===== src/sv/bsi_pkg.sv =====
// Shared constants and types of the broadcast source index core.
// No dependencies; the core, its submodules and the testbench import it.
package bsi_pkg;

    // Width of one dimension size register
    localparam int DIM_W = 13;
    // Width of the configuration register index
    localparam int CFG_IDX_W = 3;
    // Dimensions that have configuration registers
    localparam int REG_DIMS = 4;

    // Register index of out_dim0 and of src_dim0
    localparam logic [CFG_IDX_W-1:0] CFG_OUT_BASE = 3'd0;
    localparam logic [CFG_IDX_W-1:0] CFG_SRC_BASE = 3'd4;

    // Shape checks derived from the configuration
    typedef struct packed {
        logic dim_zero;      // some result dimension is zero
        logic incompat;      // some source dimension is neither 1 nor the result size
    } bsi_shape_t;

endpackage


===== src/sv/bsi_recombine.sv =====
// Recombines coordinates with source sizes (Horner form) and forms flags.
// Depends on bsi_pkg.
module bsi_recombine #(
    parameter int IB = 24,
    parameter int ND = 4
) (
    input  logic                              clk,
    input  logic                              rst_n,
    input  logic                              en,
    input  logic                              vld_in,
    input  logic [IB-1:0]                     quot_in,
    input  logic [ND-1:0][bsi_pkg::DIM_W-1:0] crd_in,
    input  logic [ND-1:0][bsi_pkg::DIM_W-1:0] src_dim,
    input  bsi_pkg::bsi_shape_t               shape,
    output logic                              vld_out,
    output logic [IB-1:0]                     src_idx,
    output logic                              oor,
    output logic                              incompat
);
    import bsi_pkg::*;

    localparam int NS = 2 * (ND - 1);

    logic                     vld_reg [NS+1];
    logic [IB-1:0]            acc_reg [NS+1];
    logic                     qnz_reg [NS+1];
    logic [ND-1:0][DIM_W-1:0] crd_reg [NS+1];

    logic                     out_vld_reg;
    logic [IB-1:0]            out_idx_reg;
    logic                     out_oor_reg;
    logic                     out_inc_reg;

    logic                     oor_next;
    logic                     inc_next;

    // Entry: load the outermost coordinate, drop it if broadcast
    always_ff @(posedge clk or negedge rst_n)
    begin
        if (!rst_n)
            vld_reg[0] <= 1'b0;
        else if (en)
            vld_reg[0] <= vld_in;
    end

    always_ff @(posedge clk)
    begin
        if (en)
        begin
            acc_reg[0] <= (src_dim[0] == DIM_W'(1)) ? '0 : IB'(crd_in[0]);
            qnz_reg[0] <= |quot_in;
            crd_reg[0] <= crd_in;
        end
    end

    // Horner steps: multiply by the source size, then add the next coordinate
    for (genvar j = 0; j < NS; j++) begin : g_step
        localparam int T = j / 2 + 1;

        logic [IB+DIM_W-1:0] mul_full;
        logic [IB-1:0]       acc_next;

        assign mul_full = {{DIM_W{1'b0}}, acc_reg[j]} * {{IB{1'b0}}, src_dim[T]};

        if (j % 2 == 0) begin : g_mul
            assign acc_next = mul_full[IB-1:0];
        end
        else begin : g_add
            assign acc_next = acc_reg[j] +
                ((src_dim[T] == DIM_W'(1)) ? '0 : IB'(crd_reg[j][T]));
        end

        always_ff @(posedge clk or negedge rst_n)
        begin
            if (!rst_n)
                vld_reg[j+1] <= 1'b0;
            else if (en)
                vld_reg[j+1] <= vld_reg[j];
        end

        always_ff @(posedge clk)
        begin
            if (en)
            begin
                acc_reg[j+1] <= acc_next;
                qnz_reg[j+1] <= qnz_reg[j];
                crd_reg[j+1] <= crd_reg[j];
            end
        end
    end

    // Output: zero the index when either flag is raised
    assign oor_next = qnz_reg[NS] | shape.dim_zero;
    assign inc_next = shape.incompat;

    always_ff @(posedge clk or negedge rst_n)
    begin
        if (!rst_n)
            out_vld_reg <= 1'b0;
        else if (en)
            out_vld_reg <= vld_reg[NS];
    end

    always_ff @(posedge clk)
    begin
        if (en)
        begin
            out_idx_reg <= (oor_next || inc_next) ? '0 : acc_reg[NS];
            out_oor_reg <= oor_next;
            out_inc_reg <= inc_next;
        end
    end

    assign vld_out  = out_vld_reg;
    assign src_idx  = out_idx_reg;
    assign oor      = out_oor_reg;
    assign incompat = out_inc_reg;

endmodule


===== config.mk =====
export PLATFORM = sky130hd
export DESIGN_NAME = bsi_recombine
export DESIGN_NICKNAME = d
export VERILOG_FILES = /design/src/sv/bsi_pkg.sv /design/src/sv/bsi_recombine.sv
export SDC_FILE = /design/constraint.sdc
export NUM_CORES = 2
export LEC_CHECK = 0
export ABC_AREA = 1
export BUFFER_PORTS_ARGS = -buffer_cell sky130_fd_sc_hd__clkbuf_2
export CORE_MARGIN = 10
export CORE_UTILIZATION = 47
export DETAILED_ROUTE_END_ITERATION = 16
export PLACE_DENSITY_LB_ADDON = 0.05
export SETUP_SLACK_MARGIN = 0.02
export SLEW_MARGIN = 40
export SYNTH_ARGS = -nofsm -noshare
export SYNTH_HDL_FRONTEND = slang
export SYNTH_SLANG_ARGS = --single-unit
export TNS_END_PERCENT = 30

===== constraint.sdc =====
create_clock -name clk -period 6.4 [get_ports clk]
set_clock_uncertainty 0.05 [all_clocks]
set_input_delay 0.64 -clock clk [delete_from_list [all_inputs] [get_ports clk]]
set_output_delay 0.64 -clock clk [all_outputs]
set_load 0.01 [all_outputs]

Word-level counts from Yosys, hierarchy flattened
Memory sizes are Yosys's and may differ from the RTL's. A register that Yosys moved wholly into a read port is not among the register bits.
Index checks and enable logic that the tools add are counted.
Widths: inputs -> output; s select.
{"block": "op_classes", "multipliers": 3, "n_addsub": 3, "muxes": 6, "n_reduce_logical": 2, "bitwise": 1, "eq_ne": 4}
{"cell": "$add 24x13->24", "n": 3}
{"cell": "$mul 24x13->24", "n": 3}
{"cell": "$eq 13x1->1 const B", "n": 4}
{"cell": "$mux 13", "n": 4}
{"cell": "$reduce_or 24->1", "n": 1}
{"cell": "$mux 1", "n": 2}
{"cell": "$logic_or 1x1->1", "n": 1}
{"cell": "$or 1x1->1", "n": 1}
{"block": "word_totals", "n_memories": 3, "elab_cells": 32, "output_inout_bits": 27, "ram_bits": 539, "input_bits": 134, "ff_bits": 10}
{"memory": "crd_reg", "depth": 7, "word_bits": 52, "read_ports": 6, "rd_ports_with_merged_regs": 0, "wr": 7, "line": "bsi_recombine.sv:27", "text": "logic [ND-1:0][DIM_W-1:0] crd_reg [NS+1];"}
{"memory": "acc_reg", "depth": 7, "word_bits": 24, "read_ports": 7, "rd_ports_with_merged_regs": 1, "wr": 7, "line": "bsi_recombine.sv:25", "text": "logic [IB-1:0] acc_reg [NS+1];"}
{"memory": "qnz_reg", "depth": 7, "word_bits": 1, "read_ports": 7, "rd_ports_with_merged_regs": 0, "wr": 7, "line": "bsi_recombine.sv:26", "text": "logic qnz_reg [NS+1];"}

Depth between registers and ports, before layout
{"block": "depth", "depth_word": 3, "mapped_depth": 25}

Least setup slack after synthesis
Ideal clock, no wire load.
{"block": "synth_timing", "path_type": "input to register", "start": "in src_dim[43] (netlist name)", "end": "mem acc_reg[5][21] (data pin)", "arrival_time_ns": 5.041, "path_stages": 20, "path_slack_ns": 1.048, "required_ns": 6.089, "path_cell_list": "clkbuf_1 buf_1 nand2_1 fa_1 fa_1 inv_1 fa_1 fa_1 inv_1 fa_1 inv_1 ha_1 a21oi_1 a21boi_0 nand3_1 nand2_1 nand2_1 nand2_1 nand2_1 xor2_1"}
{"element": "from (decl)", "line": "bsi_recombine.sv:13", "text": "input logic [ND-1:0][bsi_pkg::DIM_W-1:0] src_dim,"}
{"element": "to (decl)", "line": "bsi_recombine.sv:25"}

==> flow_summary_export.csv <==
group,metric,value,unit
grt,grt_max_degree,103,
logic_synthesis,syn_inst,3858,
routing,ant_nets,0,
sta,maxSlewViolCount,0,
critical_path,crit_path_start_kind,"flop",
grt,antenna_found_initial,0,
routing,first_pass_iters,5,
logic_synthesis,synth_seq_area_share,30.9,%
routing,highest_layer,"met4",
die,core,72000,sq um
logic_synthesis,synth_edf_count,346,
routing,drc_errors,0,
die,start_util,47.7,%
critical_path,cp.arrival,5.60,ns
logic_synthesis,synthArstFlopShare,2.26,%
sta,finalHoldViolCount,0,
flow_run,drv_cap,0,
sta,setup_viol,0,
finish,register_area,10600,sq um
cts,cts.clk_slew.worst_paths,0.06,ns
placement,hpwl,60.6,mm
critical_path,path_cells,"nand2_1, fa_1, inv_1, fa_1, fa_1, fa_1, inv_1, fa_1, inv_1, ha_1, a21oi_1, a21boi_0, nand3_1, nand2_1, nand2_1, nand2_1, nand2_1, xor2_1",
logic_synthesis,synth_top_cells_by_count,"1113 x inv_1, 975 x nand2_1, 461 x fa_1",
logic_synthesis,yosysWarnings,0,
critical_path,crit_required,6.67,ns
finish,largest_reg_flops,157,
routing,drt-initial-drc-count,1509,
cts,clock-root-buffer,"clkbuf_16",
critical_path,max_stage_delay,0.76,ns
sta,tightest_slew,0.786,ns
sta,max_freq,188,MHz
sta,period_share,83.3,%
finish,layout.cells.non_filler,4938,
worst_hold_path,worstHoldStart,"crd_in[40]",
cts,cts-htree-levels,2,
sta,post-route-min-period,5.33,ns
die,die_area,84200,sq um
finish,nNetsFinal,4740,
worst_hold_path,whs_path_depth,1,
cts,cts_resized,0,
logic_synthesis,syn_area,34300,sq um
cts,cts_buffers,42,
critical_path,critPathCapture,"acc_reg[5][21]",
placement,io_buffer_count,160,
grt,first_global_vias,24800,
critical_path,slowest_stage,"edfxtp_1",
critical_path,rrSetupSlack,1.07,ns
logic_synthesis,yosysMostFrequentCell,"inv_1",
sta,hold_ws,0.181,ns
die,io_pins,161,
routing,routed_via_density,4.76,
routing,wl_met1,34.3,mm
logic_synthesis,ys_ff_latch,354,
sta,rsz0062_at_grt,"no",
routing,dr_wl_met3,3.63,mm
sta,setup_tns,0,ns
critical_path,r2r-start,"acc_reg[4][7]",
finish,multi_input_area,19000,sq um
placement,post-place-cells,4859,
finish,diodes,0,
critical_path,r2r.worst_path.cells,18,
critical_path,path_class,"reg -> reg",
routing,drt_wl_total,77.3,mm
die,dieHeight,290,microns
placement,gp_congestion,0.844,
cts,clkLatencyLatePin,0.58,ns
logic_synthesis,synth_top_area_share,30.3,%
grt,gr-total-overflow,0,
worst_hold_path,min_path_type,"in -> reg",
finish,drive_gt1_share,6.47,%
finish,fillers,6835,
sta,maxSlewHeadroom,47.6,%
critical_path,endpoint_kind,"flop",
die,die-width,290,microns
status,status,"finished clean",
critical_path,worst-path-max-fanout,13,
logic_synthesis,synth_cell_types,43,
critical_path,r2r-end,"acc_reg[5][21]",
cts,cts.sinks,354,
routing,wire_per_inst,15.6,microns
critical_path,crit_start,"acc_reg[4][7]",
logic_synthesis,synth_nets,4644,
routing,wl_met2,37.4,mm
grt,grt_first_pass_wirelength,129,mm
routing,vias,23500,
logic_synthesis,ys.flop_type,"edfxtp_1",
die,rows,98,
logic_synthesis,yosysTopAreaCell,"edfxtp_1",
finish,synthToLayoutAreaGrowth,9.04,%
logic_synthesis,avgSynthCellArea,8.89,sq um
grt,grtUsageTotal,18.6,%
cts,cts_buffer_depth,3,
logic_synthesis,synthTopCellsByArea,"edfxtp_1 30%, fa_1 27%, inv_1 12%",
cts,cts_tree,"yes",
metrics by stage:
| step | setup WS, ns | utilization [%] | instance area [sq um] |
|---|---|---|---|
| floorplan | 1.05 | - | 34300 |
| global placement | 0.739 | 49.8 | 35900 |
| detailed placement | 0.672 | 49.9 | 35900 |
| CTS | 1.06 | 52.0 | 37400 |
| global route | 0.643 | 52.0 | 37400 |
| finish | 1.07 | 52.0 | 37400 |
cell families after synthesis:
| group | synth area share [%] |
|---|---|
| and+or+nand+nor | 14.9 |
| xor gates and xnor gates | 3.17 |
| AOI/OAI and AO/OA | 3.52 |
| buffers and inverters | 13.6 |
| DFF | 30.9 |
| adders and majority gates | 33.9 |
critical path: cells and delay by family, from the launching register on:
kind,cells,cell delay (ns)
adder cells (fa/ha/maj),6,2.91
buffers and inverters,3,0.15
AO/OA/AOI/OAI,2,0.42
AND/OR/NAND/NOR,6,0.65
XOR/XNOR,1,0.13
flip-flops,1,0.76
placed cells by master, fill, tap and decap left out, drive strengths merged, types with 17 or more instances in the layout:
cell	count
a21oi	108
nand2	976
nand4	18
nand3	87
clkinv	18
nor4	17
xor2	83
nor2	157
xnor2	41
ha	191
fa	461
edfxtp	346
inv	1120
clkbuf	206
o21ai	65
how the worst min path moves through the flow:
stage / slack [ns] / endpoint
floorplan: 0.29 / vld_out
global placement: 0.35 / crd_reg[3][42]
detailed placement: 0.35 / crd_reg[1][17]
CTS: 0.14 / crd_reg[0][42]
global route: 0.15 / crd_reg[0][51]
finish: 0.18 / crd_reg[0][40]
routing by layer:
metal | global-route usage [%] | vias to the layer above
met5 | 0 | -
met4 | 5.16 | 0
met3 | 2.32 | 96
met2 | 31.9 | 489
met1 | 24.7 | 11300
li1 | - | 11600
cell type report:
cell class                 instances  share of cell area, %
clock buffer                      47                   2.89
sequential                       354                   28.3
tap                              950                   3.18
clock inverter                    31                   1.04
inverter                        1115                   11.2
timing repair buffer             168                   2.51
multi-input combinational       2273                   50.9
repair_timing:
item,CTS,global route
hold buffers,1,0
buffers inserted,0,0
endpoints found under the hold margin,8,0
Power is left out: the tool's default activity adds up to more than one toggle a clock period on the data nets, which glitch-free logic cannot reach.
