===== src/sv/bsi_pkg.sv =====
// Shared constants and types of the broadcast source index core.
// No dependencies; the core, its submodules and the testbench import it.
package bsi_pkg;

    // Width of one dimension size register
    localparam int DIM_W = 13;
    // Width of the configuration register index
    localparam int CFG_IDX_W = 3;
    // Dimensions that have configuration registers
    localparam int REG_DIMS = 4;

    // Register index of out_dim0 and of src_dim0
    localparam logic [CFG_IDX_W-1:0] CFG_OUT_BASE = 3'd0;
    localparam logic [CFG_IDX_W-1:0] CFG_SRC_BASE = 3'd4;

    // Shape checks derived from the configuration
    typedef struct packed {
        logic dim_zero;      // some result dimension is zero
        logic incompat;      // some source dimension is neither 1 nor the result size
    } bsi_shape_t;

endpackage


===== src/sv/bsi_div_stage.sv =====
// One restoring division step: one quotient bit per stage.
// Depends on bsi_pkg.
module bsi_div_stage #(
    parameter int IB      = 24,
    parameter int ND      = 4,
    parameter int DIM_SEL = 0,
    parameter bit LAST    = 1'b0
) (
    input  logic                              clk,
    input  logic                              rst_n,
    input  logic                              en,
    input  logic                              vld_in,
    input  logic [IB-1:0]                     num_in,
    input  logic [bsi_pkg::DIM_W-1:0]         rem_in,
    input  logic [ND-1:0][bsi_pkg::DIM_W-1:0] crd_in,
    input  logic [bsi_pkg::DIM_W-1:0]         divisor,
    output logic                              vld_out,
    output logic [IB-1:0]                     num_out,
    output logic [bsi_pkg::DIM_W-1:0]         rem_out,
    output logic [ND-1:0][bsi_pkg::DIM_W-1:0] crd_out
);
    import bsi_pkg::*;

    logic                     vld_reg;
    logic [IB-1:0]            num_reg;
    logic [DIM_W-1:0]         rem_reg;
    logic [ND-1:0][DIM_W-1:0] crd_reg;

    logic [DIM_W:0]           trial;
    logic [DIM_W:0]           diff;
    logic                     ge;
    logic [DIM_W-1:0]         rem_step;
    logic [IB-1:0]            num_next;
    logic [DIM_W-1:0]         rem_next;
    logic [ND-1:0][DIM_W-1:0] crd_next;

    // Shift in the next dividend bit, subtract when it fits
    always_comb
    begin
        trial    = {rem_in, num_in[IB-1]};
        diff     = trial - {1'b0, divisor};
        ge       = (trial >= {1'b0, divisor});
        rem_step = ge ? diff[DIM_W-1:0] : trial[DIM_W-1:0];
        num_next = {num_in[IB-2:0], ge};
        crd_next = crd_in;
        rem_next = rem_step;
        // On the last bit, store the coordinate and restart the remainder
        if (LAST)
        begin
            crd_next[DIM_SEL] = rem_step;
            rem_next          = '0;
        end
    end

    always_ff @(posedge clk or negedge rst_n)
    begin
        if (!rst_n)
            vld_reg <= 1'b0;
        else if (en)
            vld_reg <= vld_in;
    end

    always_ff @(posedge clk)
    begin
        if (en)
        begin
            num_reg <= num_next;
            rem_reg <= rem_next;
            crd_reg <= crd_next;
        end
    end

    assign vld_out = vld_reg;
    assign num_out = num_reg;
    assign rem_out = rem_reg;
    assign crd_out = crd_reg;

endmodule


===== config.mk =====
export PLATFORM = sky130hd
export DESIGN_NAME = bsi_div_stage
export DESIGN_NICKNAME = d
export VERILOG_FILES = /design/src/sv/bsi_pkg.sv /design/src/sv/bsi_div_stage.sv
export SDC_FILE = /design/constraint.sdc
export NUM_CORES = 1
export LEC_CHECK = 0
export ABC_AREA = 1
export BUFFER_PORTS_ARGS = -buffer_cell sky130_fd_sc_hd__clkbuf_2
export CORE_ASPECT_RATIO = 1.5
export CORE_UTILIZATION = 30
export DETAILED_ROUTE_END_ITERATION = 10
export GPL_TIMING_DRIVEN = 0
export PLACE_DENSITY = 0.68
export SYNTH_ARGS = -nofsm -noshare
export SYNTH_HDL_FRONTEND = slang
export SYNTH_SLANG_ARGS = --single-unit

===== constraint.sdc =====
create_clock -name clk -period 0.8 [get_ports clk]
set_input_delay 0 -clock clk [delete_from_list [all_inputs] [get_ports clk]]
set_output_delay 0 -clock clk [all_outputs]
set_load 0.005 [all_outputs]

; Word-level counts from Yosys, hierarchy flattened
; Cells that the tools add are included.
[op_classes]
muxes = 1
n_eq_ne = 0
n_reduce_logical = 0
addsub = 1
n_bitwise = 0
multipliers = 0
n_lt_le_gt_ge = 1
n_div = 0
shift = 0
[op_table]
columns = op, count
row1 = $ge 14x13->1, 1
row2 = $mux 13, 1
row3 = $sub 13x13->13, 1
[word_totals]
mem_bits_rw = 0
mem_count = 0
output_inout_bits = 90
word_cells = 10
inputBits = 106
mem_bits_ro = 0
latch_bits = 0
reg_bits = 90

; Longest topological paths before layout
[depth]
ltp_word = 2
ltp_mapped = 13
depth_no_buf = 12

; Least setup slack after synthesis
; No wires, ideal clock.
[synth_path]
path_type = in2reg
startpoint = input port num_in[23]
endpoint = register rem_reg[1], in the netlist rem_out[1] (data pin)
slack_ns = -0.855
path_stages = 13
path_buffers = 1
setup_time_ns = 0.253
arrival_ns = 1.402
required_time_ns = 0.547
cell_sequence = inv_1 ha_1 inv_1 fa_1 nand2_1 nand2_1 nand3_1 nand2_2 nand2_4 nand3_4 buf_8 nand2_2 o21ai_2
[synth_via]
elab_chain_cells = 2
word_cells_on_any_way = 3
classes_between = add/sub (1) / order compare (1) / mux (1)
[synth_lines]
columns = element, line_no
row1 = from (decl), bsi_div_stage.sv:13  ; input logic [IB-1:0] num_in,
row2 = $sub 13x13->13 or $ge 14x13->1 (tied branches), "bsi_div_stage.sv:41, bsi_div_stage.sv:42"
row3 = $mux 13 *, bsi_div_stage.sv:43  ; rem_step = ge ? diff[DIM_W-1:0] : trial[DIM_W-1:0];
row4 = via rem_next[1], bsi_div_stage.sv:34  ; logic [DIM_W-1:0] rem_next;
row5 = to (signal assigned), bsi_div_stage.sv:68  ; rem_reg <= rem_next;
row6 = to (decl), bsi_div_stage.sv:26  ; logic [DIM_W-1:0] rem_reg;
; Mark *: on every way through the listed nets, which the timed path passes. The rest lies on a longest branch.
; A chain may end at the register's enable or synchronous reset.

; Final worst setup path
[layout_path]
startpoint = input port num_in[23]
endpoint = register rem_reg[3], in the netlist rem_out[3] (data pin)
; Same word-level chain as after synthesis.

==> flow_summary_export.csv <==
group,metric,value,unit
critical_path,critical_path.startpoint_type,"input pin",
power,netSwitchingFraction,25.8,%
synthesis,yosysSeqAreaShare,68.8,%
drt,via_per_inst,4.26,
synthesis,async_reset_ff_share,1.11,%
timing,worstMarginPinSlew,0.340,ns
grt,first_global_vias,3434,
timing,crit_path_setup_slack_layout,-0.618,ns
grt,wire_length_of_the_first_global_routing_pass,16000,µm
critical_path,crit_start,"num_in[23]",
synthesis,syn_area,3920,µm²
floorplan,core.rowCount,50,
timing,final_hold_viol_count,0,
cells_and_area,drive_gt1_share,47.2,%
critical_path,worstReg2RegEnd,"vld_out",
clocking,total_clock_sinks,90,
floorplan,top_level_ports,196,
floorplan,chip_height,142,µm
outcome,result_of_the_run,"finished, violations left",
synthesis,synth_flop_cell,"sky130_fd_sc_hd__edfxtp_1",
place,place.detailed.instances,658,
drt,first_pass_iters,4,
drt,drc,0,
synthesis,postSynthNetCount,426,
clocking,insertion_delay,0.34,ns
power,comb_power_share,20.2,%
floorplan,die_w,95.3,µm
place,hpwl,7310,µm
worst_hold_path,hold_path_class,"input pin to flip-flop",
synthesis,synth_top_cells_by_area,"sky130_fd_sc_hd__edfxtp_1, sky130_fd_sc_hd__nand2_1, sky130_fd_sc_hd__inv_1, sky130_fd_sc_hd__ha_1, sky130_fd_sc_hd__nand2_2",
synthesis,synthDominantCellAreaShare,68.2,%
power,power.sequential.fraction,47.1,%
timing,final.setup.tns,-10.44,ns
cells_and_area,final_cells,769,
cells_and_area,design_area,6590,µm²
cells_and_area,multi_input_comb_area,1110,µm²
drt,route.detailed.wl_per_inst,13.9,µm
place,place.port_buffers,195,
outcome,failed_checks,"negative setup slack",
clocking,cts-root-buf,"sky130_fd_sc_hd__clkbuf_16",
drt,num_vias,3277,
critical_path,worst_ep_arrival_time,1.51,ns
synthesis,synthCells,306,
synthesis,synth_area_per_inst,12.8,µm²
timing,worst_case_clock_skew,0,ns
grt,overflow,0,
grt,grt_usage,15.9,%
critical_path,r2r_start,"vld_out",
critical_path,required,0.89,ns
timing,whs,0.0162,ns
timing,timing.slew.headroom,77.4,%
critical_path,rrSetupSlack,0.05,ns
grt,largest_net_degree_at_the_start_of_global_routing,37,
clocking,cts-root-to-sink-buffers,2,
power,netSwitchingPower,3.17,mW
power,vdd.ir_drop.worst,0.906,mV
place,placed_area,5150,µm²
cells_and_area,layout_area_overhead,68.2,%
critical_path,cp-end-kind,"flip-flop",
power,power_frac_clock,32.7,%
cells_and_area,filler_cell_count,1115,
synthesis,synth-edff-count,89,
synthesis,synth.ff_latch_count,90,
run,maxCapViolations,0,
drt,drtAntennaViolNets,0,
timing,drv_slew,0,
critical_path,timing_worst_setup_path_type,"input pin to flip-flop",
power,p_int,9.13,mW
floorplan,dieArea,13500,µm²
timing,setup_violations,103,
synthesis,yosysTopAreaCell,"sky130_fd_sc_hd__edfxtp_1",
cells_and_area,nNetsFinal,727,
clocking,cts_tree,"built",
grt,antenna_found_initial,0,
timing,max_freq,0.705,GHz
timing,final.period_utilization,177,%
critical_path,worstRegToRegCells,1,
place,placement.setup.worst_slack,-1.17,ns
synthesis,post_synth_num_cell_types,25,
drt,postRouteWirelength,10700,µm
synthesis,synth-warning-count,0,
power,static-leakage-power,3.13,nW
clocking,h-tree-depth,3,
floorplan,start_util,31.0,%
critical_path,critPathMaxFanout,5,
timing,timing.final.crit_period,1.42,ns
critical_path,worst_setup_path_endpoint,"rem_out[3]",
floorplan,placeable_core_area,12600,µm²
cells_and_area,regArea,2700,µm²
clocking,cts_buffers,9,
drt,drt_iter0_markers,97,
power,power_density,1860,nW/µm²
timing,grt_setup_unrepaired,"true",
clocking,cts.reportedPaths.clkPinSlew,0.06,ns
place,place.gp.congestion,0.900,
repair_timing:
item	CTS	global route
endpoints found under the hold margin	77	0
gates resized for setup	24	12
setup buffers	10	3
pin swaps	11	0
hold buffers	78	0
cloned	3	0
setup endpoints to repair	105	104
through the flow:
stage | total power, mW | util, %
2_1_floorplan | 6.75 | -
3_3_place_gp | 7.68 | 40.5
3_5_place_dp | 7.73 | 40.8
4_1_cts | 12.4 | 51.7
5_1_grt | 12.9 | 52.1
6_report | 12.3 | 52.2
registers in the layout, indices dropped and copies added (netlist names):
signal,flops
rem_out,13
num_out,24
vld_out,1
crd_out,52
cells in the mapped netlist (5+ instances only):
| cell | n |
|---|---|
| sky130_fd_sc_hd__edfxtp_1 | 89 |
| sky130_fd_sc_hd__ha_1 | 13 |
| sky130_fd_sc_hd__inv_1 | 51 |
| sky130_fd_sc_hd__inv_2 | 5 |
| sky130_fd_sc_hd__nand2_1 | 68 |
| sky130_fd_sc_hd__nand2_2 | 12 |
| sky130_fd_sc_hd__nand3_1 | 14 |
| sky130_fd_sc_hd__nand4_1 | 10 |
| sky130_fd_sc_hd__nor2_1 | 7 |
| sky130_fd_sc_hd__o21ai_2 | 8 |
| sky130_fd_sc_hd__xor2_1 | 5 |
per-layer routing:
layer / GRT usage [%] / vias up / share of wire [%]
li1: - / 1626 / -
met1: 14.5 / 1482 / 35
met2: 30.6 / 138 / 55
met3: 3.37 / 31 / 5.9
met4: 9.41 / 0 / 4.1
met5: 0 / - / 0
power by group through the flow:
stage          combinational (mW)  sequential [mW]  clock, mW
2_1_floorplan               0.803             5.94          0
4_1_cts                      2.44             5.79       4.14
3_5_place_dp                 1.83             5.89          0
3_3_place_gp                 1.78             5.89          0
6_report                     2.48             5.79       4.02
5_1_grt                      2.72             5.83       4.30
layout make-up:
class / count / share of cell area [%]
diodes: 1 / 0.0380
plain buffers: 3 / 0.721
multi-input cells: 157 / 16.9
repair buffers: 290 / 30.7
inverters: 56 / 3.42
well taps: 156 / 2.96
clock inverters: 7 / 0.987
flip-flops and latches: 90 / 40.9
clock buffers: 9 / 3.42
worst min path at each step:
stage / from / depth (start not counted) / end / slack, ns
floorplan: rst_n / 0 / vld_out / -0.30
global placement: rst_n / 1 / vld_out / -0.22
detailed placement: rst_n / 1 / vld_out / -0.22
global route: rem_in[5] / 3 / rem_out[6] / 0.02
CTS: rem_in[1] / 3 / rem_out[2] / 0.01
finish: rem_in[1] / 3 / rem_out[2] / 0.02
critical path, cell delays in order:
cell and delay, ns:
sky130_fd_sc_hd__clkbuf_16 0.13, sky130_fd_sc_hd__inv_12 0.04, sky130_fd_sc_hd__ha_4 0.12, sky130_fd_sc_hd__inv_4 0.03, sky130_fd_sc_hd__fa_2 0.34, sky130_fd_sc_hd__nand2_2 0.07, sky130_fd_sc_hd__nand2_2 0.05, sky130_fd_sc_hd__nand3_2 0.07
sky130_fd_sc_hd__nand2_2 0.08, sky130_fd_sc_hd__nand2_4 0.07, sky130_fd_sc_hd__nand3_4 0.09, sky130_fd_sc_hd__buf_12 0.16, sky130_fd_sc_hd__buf_12 0.14, sky130_fd_sc_hd__nand2_4 0.05, sky130_fd_sc_hd__o21ai_2 0.06
cell families after synthesis:
logic type | Yosys count | synth area share, %
buffers and inverters | 59 | 6.39
DFF | 90 | 68.8
xor gates and xnor gates | 5 | 1.12
muxes | 1 | 0.287
and+or+nand+nor | 124 | 16.0
AOI/OAI and AO/OA | 13 | 2.71
adders and majority gates | 14 | 4.66
layout by cell type, fill, tap and decap left out, drive strengths merged:
cell,count
buf,23
nand2,81
clkbuf,200
nor2,13
clkinv,3
xor2,5
diode,1
dlygate4sd3,78
nand3,19
fa,1
edfxtp,89
inv,58
dfrtp,1
nand4,11
clkinvlp,2
bufbuf,1
o21ai,8
a21oi,5
ha,13
mux2,1
Note: power is estimated with default switching activity, not from simulation.
