**src/sv/bsi_pkg.sv**
```systemverilog
// Shared constants and types of the broadcast source index core.
// No dependencies; the core, its submodules and the testbench import it.
package bsi_pkg;

    // Width of one dimension size register
    localparam int DIM_W = 13;
    // Width of the configuration register index
    localparam int CFG_IDX_W = 3;
    // Dimensions that have configuration registers
    localparam int REG_DIMS = 4;

    // Register index of out_dim0 and of src_dim0
    localparam logic [CFG_IDX_W-1:0] CFG_OUT_BASE = 3'd0;
    localparam logic [CFG_IDX_W-1:0] CFG_SRC_BASE = 3'd4;

    // Shape checks derived from the configuration
    typedef struct packed {
        logic dim_zero;      // some result dimension is zero
        logic incompat;      // some source dimension is neither 1 nor the result size
    } bsi_shape_t;

endpackage

```
**src/sv/bsi_cfg_regs.sv**
```systemverilog
// Dimension size registers and derived shape checks.
// Depends on bsi_pkg.
module bsi_cfg_regs #(
    parameter int ND = 4
) (
    input  logic                                  clk,
    input  logic                                  rst_n,
    input  logic                                  cfg_we,
    input  logic [bsi_pkg::CFG_IDX_W-1:0]         cfg_index,
    input  logic [bsi_pkg::DIM_W-1:0]             cfg_data,
    output logic [ND-1:0][bsi_pkg::DIM_W-1:0]     out_dim,
    output logic [ND-1:0][bsi_pkg::DIM_W-1:0]     src_dim,
    output bsi_pkg::bsi_shape_t                   shape
);
    import bsi_pkg::*;

    logic [ND-1:0][DIM_W-1:0] out_dim_reg;
    logic [ND-1:0][DIM_W-1:0] src_dim_reg;
    logic [ND-1:0]            zero_d;
    logic [ND-1:0]            bad_d;

    // Hold a result and a source size register per stored dimension; reset to size 1
    for (genvar d = 0; d < ND; d++) begin : g_dim
        always_ff @(posedge clk or negedge rst_n)
        begin
            if (!rst_n)
            begin
                out_dim_reg[d] <= DIM_W'(1);
                src_dim_reg[d] <= DIM_W'(1);
            end
            else if (cfg_we)
            begin
                if (cfg_index == CFG_OUT_BASE + CFG_IDX_W'(d))
                    out_dim_reg[d] <= cfg_data;
                if (cfg_index == CFG_SRC_BASE + CFG_IDX_W'(d))
                    src_dim_reg[d] <= cfg_data;
            end
        end

        // Flag a zero result size and a mismatched source size
        assign zero_d[d] = (out_dim_reg[d] == '0);
        assign bad_d[d]  = (src_dim_reg[d] != DIM_W'(1)) && (src_dim_reg[d] != out_dim_reg[d]);
    end

    assign out_dim        = out_dim_reg;
    assign src_dim        = src_dim_reg;
    assign shape.dim_zero = |zero_d;
    assign shape.incompat = |bad_d;

endmodule

```
**config.mk**
```make
export PLATFORM = sky130hd
export DESIGN_NAME = bsi_cfg_regs
export DESIGN_NICKNAME = d
export VERILOG_FILES = /design/src/sv/bsi_pkg.sv /design/src/sv/bsi_cfg_regs.sv
export SDC_FILE = /design/constraint.sdc
export NUM_CORES = 1
export LEC_CHECK = 0
export ABC_AREA = 0
export BUFFER_PORTS_ARGS = -buffer_cell sky130_fd_sc_hd__clkbuf_2
export CORE_ASPECT_RATIO = 1.1
export CORE_MARGIN = 4
export CORE_UTILIZATION = 53
export DETAILED_ROUTE_END_ITERATION = 8
export PLACE_DENSITY = 0.87
export SKIP_LAST_GASP = 1
export SLEW_MARGIN = 20
export SYNTH_ARGS = -nofsm -noshare
export SYNTH_HDL_FRONTEND = slang
export SYNTH_SLANG_ARGS = --single-unit
```
**constraint.sdc**
```tcl
create_clock -name clk -period 2.25 [get_ports clk]
set_clock_uncertainty 0.2 [all_clocks]
set_input_delay 0.45 -clock clk [delete_from_list [all_inputs] [get_ports clk]]
set_output_delay 0.45 -clock clk [all_outputs]
set_load 0.1 [all_outputs]
```
# Yosys cells after proc, flatten, opt, wreduce, memory -nomap -nowiden
# Index checks and enable logic that the tools add are counted.
# word_totals
mem_bits_ro,0
register_bits,104
out_inout_bits,106
ram_bits,0
latch_bits,0
elab_cells,42
memories,0
in_bits,19
# classes
n_lt_le_gt_ge,0
n_mux,0
n_addsub,0
n_shift,0
mul,0
n_eq_ne,15
bitwise_logic,0
div_mod_pow,0
n_reduce_logical,19
# op_table
operator,n
zero test 13 bit,4
"!= test 13 x 1 -> 1 bit, second input constant",4
!= test 13 bit,4
AND reduction 2 bit,8
"equality test 3 bit, second input constant",4
OR reduction 4 bit,2
"equality test 3 x 2 -> 1 bit, second input constant",2
logical AND 1 bit,4
"equality test 3 x 1 -> 1 bit, second input constant",1
zero test 3 bit,1

# Longest topological paths before layout
# Gate-level depths: netlist (run 1).
# logic_depth
depth_word,3
ltp_mapped,5
ltp_nobuf,5

# Worst setup path after synthesis (run 1)
# Ideal clock, no wire load.
# synth_timing
path_kind,register to output
startpoint,register src_dim_reg (netlist bit src_dim[32])
endpoint,output port shape[0] in the netlist's numbering
path_stages_with_launch,5
path_buffers,0
slack_ps,-1359
arrival_time_ps,2959
cell_sequence,dfrtp_1 -> or4_1 -> nor4_1 -> and4b_1 -> o2111ai_1
# synth_rtl
element,line_no,source
"start, declared",bsi_cfg_regs.sv:18,logic [ND-1:0][DIM_W-1:0] src_dim_reg;
"start signal, assigned by index",bsi_cfg_regs.sv:36,src_dim_reg[d] <= cfg_data;
"end, declared",bsi_cfg_regs.sv:13,output bsi_pkg::bsi_shape_t shape

==> results of run 1 <==
-- worst max-delay path, delay by kind of cell (launching register included) --
family	cells	cell delay [ps]
AOI/OAI and AO/OA	1	170
xor gates and xnor gates	1	180
DFF	1	510
and+or+nand+nor	3	790
buffers and inverters	1	200
-- metrics by stage --
stage | setup WS, ps | utilization (%)
6_report | -633 | 75.5
5_1_grt | -709 | 75.5
4_1_cts | -626 | 75.2
3_5_place_dp | -257 | 72.4
3_3_place_gp | -209 | 72.4
2_1_floorplan | -376 | -
-- logic make-up (layout without fill, tap and decap cells) --
family          count (synthesis)  in the layout  synth area share (%)
mux                           104            104                  24.8
flops                         104            104                  55.3
compound gates                  4              4                 0.503
buf+inv                         8            206                  1.06
xor+xnor                       52             52                  9.64
simple gates                   63             63                  8.71
-- cell usage after synthesis --
cell and instances:
nor3_2 1, xor2_1 30, nand4b_1 6, nand4_1 11, nor2_1 4, nor4_1 24
nand3_1 3, dfrtp_1 96, mux2_2 104, nor3b_2 2, nor3_1 5, dfstp_2 8
or4_1 4, buf_2 4, o21ai_0 3, o2111ai_1 1, nand2_1 1, buf_4 4
nand2b_1 1, and4b_1 1, xnor2_1 22
-- where the power goes --
group | switching [mW] | internal [mW] | leakage, nW
Sequential | 0.455 | 2.40 | 1.15
Combinational | 3.95 | 1.13 | 1.57
Clock | 0.647 | 0.409 | 0.0829
-- timing repair --
action                                  in CTS  in global routing
endpoints found under the setup margin       3                  5
pin swaps                                    3                  6
resized for setup                            8                  7
hold endpoints to repair                    29                  0
hold buffers                                 1                  0
-- path summary, 6_finish.rpt --
| check | from | endpoint | slack (ps) | cells past startpoint |
|---|---|---|---|---|
| worst max-delay path | out_dim[27] | shape[0] | -630 | 6 |
| worst min register to register | out_dim[25] | out_dim[25] | 370 | 1 |
| worst max register to register | out_dim[34] | out_dim[34] | 1030 | 2 |
| worst min-delay path | cfg_data[0] | src_dim[39] | 280 | 2 |
| min in group asynchronous | rst_n | src_dim[43] | 370 | 2 |
| max in group asynchronous | rst_n | src_dim[26] | 850 | 3 |
-- routing by layer --
layer  GRT usage [%]  share of wire, %
met1            35.5                40
met5               0                 0
met3            4.94               7.8
met4            9.20               2.5
met2            45.4                50
-- cell type report --
type / count / area [sq um] / area share (%)
flip-flops and latches: 104 / 2760 / 42.8
multi-input cells: 223 / 2200 / 34.1
repair buffers: 190 / 1180 / 18.3
well taps: 111 / 139 / 2.15
clock buffers: 10 / 128 / 1.98
clock inverters: 6 / 46.3 / 0.718
==> results.sh, run 1 <==
export IMPL_peakVddDrop_mv=0.772
export IMPL_violations="setup timing"
export IMPL_avgViaCountPerCell=5.68
export IMPL_clk_path_buf_depth=2
export IMPL_htreeDepth=3
export IMPL_hpwl_um=9980
export IMPL_synth_seq_area_share_pct=55.3
export IMPL_cts_reportedPaths_clkPinSlew_ps=110
export IMPL_critPathKind="flip-flop to primary output"
export IMPL_cellPowerDensity_mw_per_mm2=1390
export IMPL_slew_headroom_pct=62.2
export IMPL_grt_pass1_wl_um=21800
export IMPL_place_congestion=0.882
export IMPL_fin_area_sq_mm=0.00645
export IMPL_cts_root_buffer_cell="clkbuf_8"
export IMPL_vias=3656
export IMPL_grt_ovfl_total=0
export IMPL_max_slew_worst_pin_slew_ps=570
export IMPL_slew_violations=0
export IMPL_track_usage_pct=27.1
export IMPL_crit_path_start_kind="flip-flop"
export IMPL_yosysTopAreaCell="dfrtp_1"
export IMPL_drtIter0Drc=226
export IMPL_fin_cells=644
export IMPL_critPathRequiredTime_ps=1600
export IMPL_status="finished, violations left"
export IMPL_period_share_pct=128
export IMPL_cts_setup_buffers=0
export IMPL_wl_um=13800
export IMPL_yosysTopAreaCellShare_pct=50.8
export IMPL_arrival_ps=2230
export IMPL_die_area_sq_mm=0.0105
export IMPL_core_sq_mm=0.00854
export IMPL_cp_max_fo=2
export IMPL_synth_seq_cells=104
export IMPL_wl_per_cell_um=21.5
export IMPL_cts_buffers=9
export IMPL_synth_cell_types=21
export IMPL_syn_avg_cell_area_sq_um=14.1
export IMPL_ant_nets=0
export IMPL_dpl_cell_area_sq_mm=0.00619
export IMPL_grt_pass1_vias=3880
export IMPL_fin_nets=547
export IMPL_fp_dieW_um=98.0
export IMPL_numClockSinks=104
export IMPL_crit_path_max_incr_delay_ps=510
export IMPL_drc_errors=0
export IMPL_whs_ps=278
export IMPL_ios=125
export IMPL_synth_fp_nets=354
export IMPL_final_common_cell="clkbuf_2"
export IMPL_yosysWarnings=0
export IMPL_first_pass_iters=4
export IMPL_place_inst=627
export IMPL_io_buffers=124
export IMPL_rows=35
export IMPL_design_power_total_mw=8.98
export IMPL_drive_above_1_share_pct=78.6
export IMPL_hold_path_class="input port to flip-flop"
export IMPL_finalCriticalPeriod_ps=2880
export IMPL_maxCapViolCount=0
export IMPL_slowest_stage="dfrtp_4"
export IMPL_initial_core_util_pct=55.3
export IMPL_synth_area_sq_mm=0.00472
export IMPL_die_h_um=107
export IMPL_cts_tree="done"
export IMPL_syn2layout_area_growth_pct=36.5
export IMPL_grt_antenna_before_repair=0
export IMPL_grt_max_degree=37
export IMPL_hold_viol_final=0
export IMPL_fin_tns_setup_ps=-899
export IMPL_max_freq_mhz=347
export IMPL_grt_setup_unrepaired="yes"
export IMPL_clock_latency_ps=360
export IMPL_leakage_nw=2.80
export IMPL_setup_viol=2
export IMPL_layout_setup_ws_ps=-633
export IMPL_end_kind="primary output"
export IMPL_synth_area_leaders="dfrtp_1 (51%), mux2_2 (25%), xor2_1 (5.6%)"
export IMPL_path_cells="xor2_2, nor4_2, nand4_1, nor4_4, o2111ai_4, buf_12"
export IMPL_layout_common_cells="clkbuf_2 (117), mux2_2 (104), dfrtp_2 (75)"
export IMPL_n_fill_cell=527
export IMPL_antenna_cells=0
export IMPL_synth_cells=335
No activity file was read; power rests on OpenSTA's default activity.
==> inputs of run 2 (changes only) <==
--- a/config.mk
+++ b/config.mk
@@ -12,6 +12,7 @@
 export CORE_UTILIZATION = 53
 export DETAILED_ROUTE_END_ITERATION = 8
 export PLACE_DENSITY = 0.87
+export REMOVE_ABC_BUFFERS = 1
 export SKIP_LAST_GASP = 1
 export SLEW_MARGIN = 20
 export SYNTH_ARGS = -nofsm -noshare
==> constraint.sdc (replaced) <==
create_clock -name clk -period 2.25 [get_ports clk]
set_clock_uncertainty 0.2 [all_clocks]
set_input_delay 0.225 -clock clk [delete_from_list [all_inputs] [get_ports clk]]
set_output_delay 0.225 -clock clk [all_outputs]
set_load 0.1 [all_outputs]
==> results.sh, run 2 (synthesized netlist as in run 1, its figures left out) <==
export IMPL_wl_per_cell_um=21.5
export IMPL_grt_ovfl_total=0
export IMPL_violations="setup timing"
export IMPL_cts_buffers=9
export IMPL_maxCapViolCount=0
export IMPL_arrival_ps=2210
export IMPL_layout_setup_ws_ps=-388
export IMPL_final_common_cell="clkbuf_2"
export IMPL_max_slew_worst_pin_slew_ps=768
export IMPL_cp_max_fo=4
export IMPL_crit_path_start_kind="flip-flop"
export IMPL_drive_above_1_share_pct=61.8
export IMPL_wl_met3_um=800
export IMPL_peakVddDrop_mv=0.967
export IMPL_path_cells="xor2_1, nor4_2, nand4_1, nor4_4, o2111ai_4, clkbuf_16"
export IMPL_syn2layout_area_growth_pct=32.0
export IMPL_whs_endpoint="src_dim[37]"
export IMPL_hold_path_class="input port to flip-flop"
export IMPL_fp_dieW_um=98.0
export IMPL_avgViaCountPerCell=5.74
export IMPL_r2r_cells=2
export IMPL_grt_pass1_wl_um=21100
export IMPL_initial_core_util_pct=55.3
export IMPL_hpwl_um=9400
export IMPL_worstHoldStart="cfg_data[11]"
export IMPL_grt_pass1_vias=3793
export IMPL_period_share_pct=117
export IMPL_cts_root_buffer_cell="clkbuf_8"
export IMPL_vias=3571
export IMPL_holdPathStages=2
export IMPL_crit_path_max_incr_delay_ps=460
export IMPL_slew_headroom_pct=48.5
export IMPL_hold_viol_final=0
export IMPL_cellPowerDensity_mw_per_mm2=1480
export IMPL_cts_setup_buffers=0
export IMPL_drc_errors=0
export IMPL_die_h_um=107
export IMPL_wl_met2_um=6910
export IMPL_ant_nets=0
export IMPL_ios=125
export IMPL_dpl_cell_area_sq_mm=0.00581
export IMPL_status="finished, violations left"
export IMPL_grt_setup_unrepaired="yes"
export IMPL_n_fill_cell=584
export IMPL_grt_antenna_before_repair=0
export IMPL_htreeDepth=3
export IMPL_crit_family="simple AND/OR/NAND/NOR gates"
export IMPL_io_buffers=124
export IMPL_antenna_cells=0
export IMPL_slowest_stage="dfrtp_1"
export IMPL_core_sq_mm=0.00854
export IMPL_track_usage_pct=26.1
export IMPL_first_pass_iters=5
export IMPL_clk_path_buf_depth=2
export IMPL_fin_nets=525
export IMPL_numClockSinks=104
export IMPL_max_freq_mhz=379
export IMPL_cts_reportedPaths_clkPinSlew_ps=110
export IMPL_rows=35
export IMPL_reg2reg_to="out_dim[34]"
export IMPL_wl_um=13400
export IMPL_clock_latency_ps=360
export IMPL_place_congestion=0.856
export IMPL_grt_max_degree=57
export IMPL_r2r_start="out_dim[34]"
export IMPL_postLayoutCoreUtil_pct=73.0
export IMPL_layout_common_cells="clkbuf_2 (121), mux2_2 (104), dfrtp_1 (95)"
export IMPL_top_layer_used="met4"
export IMPL_design_power_total_mw=9.25
export IMPL_setup_viol=1
export IMPL_fin_area_sq_mm=0.00623
export IMPL_critPathKind="flip-flop to primary output"
export IMPL_end_kind="primary output"
export IMPL_cts_tree="done"
export IMPL_worst_path_buf_inv=1
export IMPL_leakage_nw=2.83
export IMPL_die_area_sq_mm=0.0105
export IMPL_met1_length_um=5530
export IMPL_finalCriticalPeriod_ps=2640
export IMPL_place_ws_ps=-116
export IMPL_slew_violations=0
export IMPL_critPathRequiredTime_ps=1820
export IMPL_rrSetupSlack_ps=1110
export IMPL_drtIter0Drc=111
-- run 2: cell count changes in the layout (fill, tap and decap cells not counted), sizes merged --
cell / before / now
buf: 71 / 45
bufinv: 0 / 4
clkbuf: 128 / 132
clkinv: 3 / 0
clkinvlp: 2 / 0
inv: 1 / 2
-- run 2: repair_timing --
item | in CTS | in global routing
hold buffers | 1 | 0
resized for setup | 18 | 11
hold endpoints to repair | 98 | 0
pin swaps | 8 | 6
setup endpoints to repair | 2 | 2
-- run 2: report_power, final --
group	internal [mW]	switching, mW
Sequential	2.30	0.484
Combinational	1.04	3.89
Clock	0.890	0.655
Total	4.23	5.02
-- run 2: area by class of cell --
cell class              instances  area, sq um  share of cell area (%)
clock buffers                  10          138                    2.21
clock inverters                 6          138                    2.21
multi-input cells             223         2200                    35.3
flip-flops and latches        104         2610                    41.9
well taps                     111          139                    2.23
repair buffers                168         1000                    16.1
-- run 2: through the flow --
| step | setup TNS, ps | hold slack, ps | instances |
|---|---|---|---|
| floorplan | -1440 | -271 | 327 |
| global placement | -64.5 | -38.6 | 606 |
| detailed placement | -116 | -33.3 | 606 |
| CTS | -382 | 59.8 | 622 |
| global route | -545 | 73.9 | 622 |
| finish | -388 | 74.6 | 622 |
-- run 2: how the worst max path moves through the flow --
stage,endpoint,start,cells past startpoint,slack [ps]
floorplan,shape[0],src_dim[32],4,-1130
global placement,shape[0],src_dim[19],7,-60
detailed placement,shape[0],src_dim[19],7,-120
CTS,shape[0],src_dim[19],6,-380
global route,shape[0],out_dim[28],6,-500
finish,shape[0],out_dim[28],6,-390
-- run 2: routing by layer --
layer,up-vias,track usage [%]
li1,1587,-
met1,1846,34.1
met2,123,43.6
met3,15,5.73
met4,0,8.31
met5,-,0
-- run 2: worst register-to-register path, stage by stage, from the launching register on --
cell and delay (ps):
dfrtp_1 410, buf_4 160, mux2_2 260
==> inputs of run 3 (changes only) <==
--- a/config.mk
+++ b/config.mk
@@ -9,9 +9,9 @@
 export BUFFER_PORTS_ARGS = -buffer_cell sky130_fd_sc_hd__clkbuf_2
 export CORE_ASPECT_RATIO = 1.1
 export CORE_MARGIN = 4
-export CORE_UTILIZATION = 53
+export CORE_UTILIZATION = 48
 export DETAILED_ROUTE_END_ITERATION = 8
-export PLACE_DENSITY = 0.87
+export PLACE_DENSITY = 0.84
 export REMOVE_ABC_BUFFERS = 1
 export SKIP_LAST_GASP = 1
 export SLEW_MARGIN = 20
==> constraint.sdc (replaced) <==
create_clock -name clk -period 2.15 [get_ports clk]
set_clock_uncertainty 0.2 [all_clocks]
set_input_delay 0.215 -clock clk [delete_from_list [all_inputs] [get_ports clk]]
set_output_delay 0.215 -clock clk [all_outputs]
set_load 0.1 [all_outputs]
==> results.sh, run 3 (synthesized netlist as in run 1, its figures left out) <==
export IMPL_numClockSinks=104
export IMPL_wl_um=13800
export IMPL_track_usage_pct=24.8
export IMPL_grt_ovfl_total=0
export IMPL_grt_pass1_wl_um=21500
export IMPL_slew_violations=0
export IMPL_setup_viol=2
export IMPL_crit_path_max_incr_delay_ps=550
export IMPL_fin_cells=656
export IMPL_max_freq_mhz=384
export IMPL_wl_per_cell_um=21.0
export IMPL_critPathKind="flip-flop to primary output"
export IMPL_grt_antenna_before_repair=0
export IMPL_maxCapViolCount=0
export IMPL_slowest_stage="or4_1"
export IMPL_period_share_pct=121
export IMPL_io_buffers=124
export IMPL_ios=125
export IMPL_ant_nets=0
export IMPL_leakage_nw=2.94
export IMPL_core_sq_mm=0.00949
export IMPL_hold_viol_final=0
export IMPL_die_h_um=112
export IMPL_final_common_cell="clkbuf_2"
export IMPL_critPathRequiredTime_ps=1740
export IMPL_dpl_cell_area_sq_mm=0.00602
export IMPL_place_congestion=0.886
export IMPL_place_inst=639
export IMPL_drive_above_1_share_pct=63.8
export IMPL_cts_tree="done"
export IMPL_cts_buffers=9
export IMPL_max_slew_worst_pin_slew_ps=792
export IMPL_n_fill_cell=691
export IMPL_clock_latency_ps=370
export IMPL_layout_common_cells="clkbuf_2 (121), mux2_2 (104), dfrtp_1 (96)"
export IMPL_htreeDepth=3
export IMPL_cp_max_fo=2
export IMPL_layout_setup_ws_ps=-453
export IMPL_violations="setup timing"
export IMPL_grt_max_degree=53
export IMPL_drtIter0Drc=136
export IMPL_avgViaCountPerCell=5.61
export IMPL_fin_nets=553
export IMPL_hpwl_um=9880
export IMPL_cts_reportedPaths_clkPinSlew_ps=110
export IMPL_rows=37
export IMPL_slew_headroom_pct=46.9
export IMPL_arrival_ps=2190
export IMPL_finalCriticalPeriod_ps=2600
export IMPL_cellPowerDensity_mw_per_mm2=1490
export IMPL_die_area_sq_mm=0.0115
export IMPL_vias=3682
export IMPL_crit_path_start_kind="flip-flop"
export IMPL_grt_pass1_vias=4004
export IMPL_path_cells="or4_1, nor4_2, nand4b_1, o21ai_1, o2111ai_2, clkbuf_16"
export IMPL_drc_errors=0
export IMPL_fin_area_sq_mm=0.00639
export IMPL_antenna_cells=0
export IMPL_grt_setup_unrepaired="yes"
export IMPL_rrSetupSlack_ps=930
export IMPL_syn2layout_area_growth_pct=35.2
export IMPL_status="finished, violations left"
export IMPL_first_pass_iters=4
export IMPL_clk_path_buf_depth=2
export IMPL_hold_path_class="input port to flip-flop"
export IMPL_place_ws_ps=-222
export IMPL_postLayoutCoreUtil_pct=67.3
export IMPL_fp_dieW_um=103
export IMPL_fin_tns_setup_ps=-556
export IMPL_initial_core_util_pct=49.8
export IMPL_peakVddDrop_mv=0.818
export IMPL_cts_root_buffer_cell="clkbuf_8"
export IMPL_end_kind="primary output"
## run 3: metrics by stage
stage                     total power [mW]  hold WS, ps
after CTS                             9.48         36.5
final                                 9.52         55.0
after global routing                  9.83         48.6
after detailed placement              8.16        -21.5
after global placement                8.08        -31.3
after floorplan                       6.86         -281
## run 3: power breakdown
group / switching [mW] / leakage [nW] / internal [mW]
clock: 0.707 / 0.103 / 0.541
sequential: 0.456 / 1.24 / 2.41
combinational: 4.18 / 1.60 / 1.22
total: 5.34 / 2.94 / 4.18
## run 3: routing by layer
layer	vias up	track usage, %	part of all wire, %
li1	1638	-	-
met1	1888	32.2	41
met2	119	40.3	50
met3	37	4.85	5.6
met4	0	10.8	3.4
met5	-	0	0
## run 3: final cells by class
type | instances | area, sq um | share of cell area, %
clock inverters | 7 | 71.3 | 1.12
well taps | 117 | 146 | 2.29
flip-flops and latches | 104 | 2610 | 40.9
repair buffers | 196 | 1220 | 19.1
clock buffers | 9 | 124 | 1.94
multi-input cells | 223 | 2210 | 34.6
## run 3: what timing repair did
action / CTS / global route
buffers inserted: 0 / 1
pin swaps: 7 / 11
resized for setup: 21 / 10
setup endpoints to repair: 2 / 2
endpoints found under the hold margin: 81 / 0
hold buffers: 1 / 0
## run 3: worst paths after layout
check,start,to,depth (start not counted)
worst max register to register,src_dim[27],src_dim[27],3
worst max-delay path,src_dim[6],shape[0],6
max in group asynchronous,rst_n,src_dim[13],3
worst min-delay path,cfg_data[4],out_dim[17],2
min in group asynchronous,rst_n,src_dim[40],2
worst min register to register,src_dim[43],src_dim[43],1
## run 3: critical path: cells and delay by family (launching register included)
| kind | cells | cell delay, ps |
|---|---|---|
| flip-flops | 1 | 390 |
| AND/OR/NAND/NOR | 3 | 840 |
| buffers and inverters | 1 | 240 |
| AO/OA/AOI/OAI | 2 | 330 |
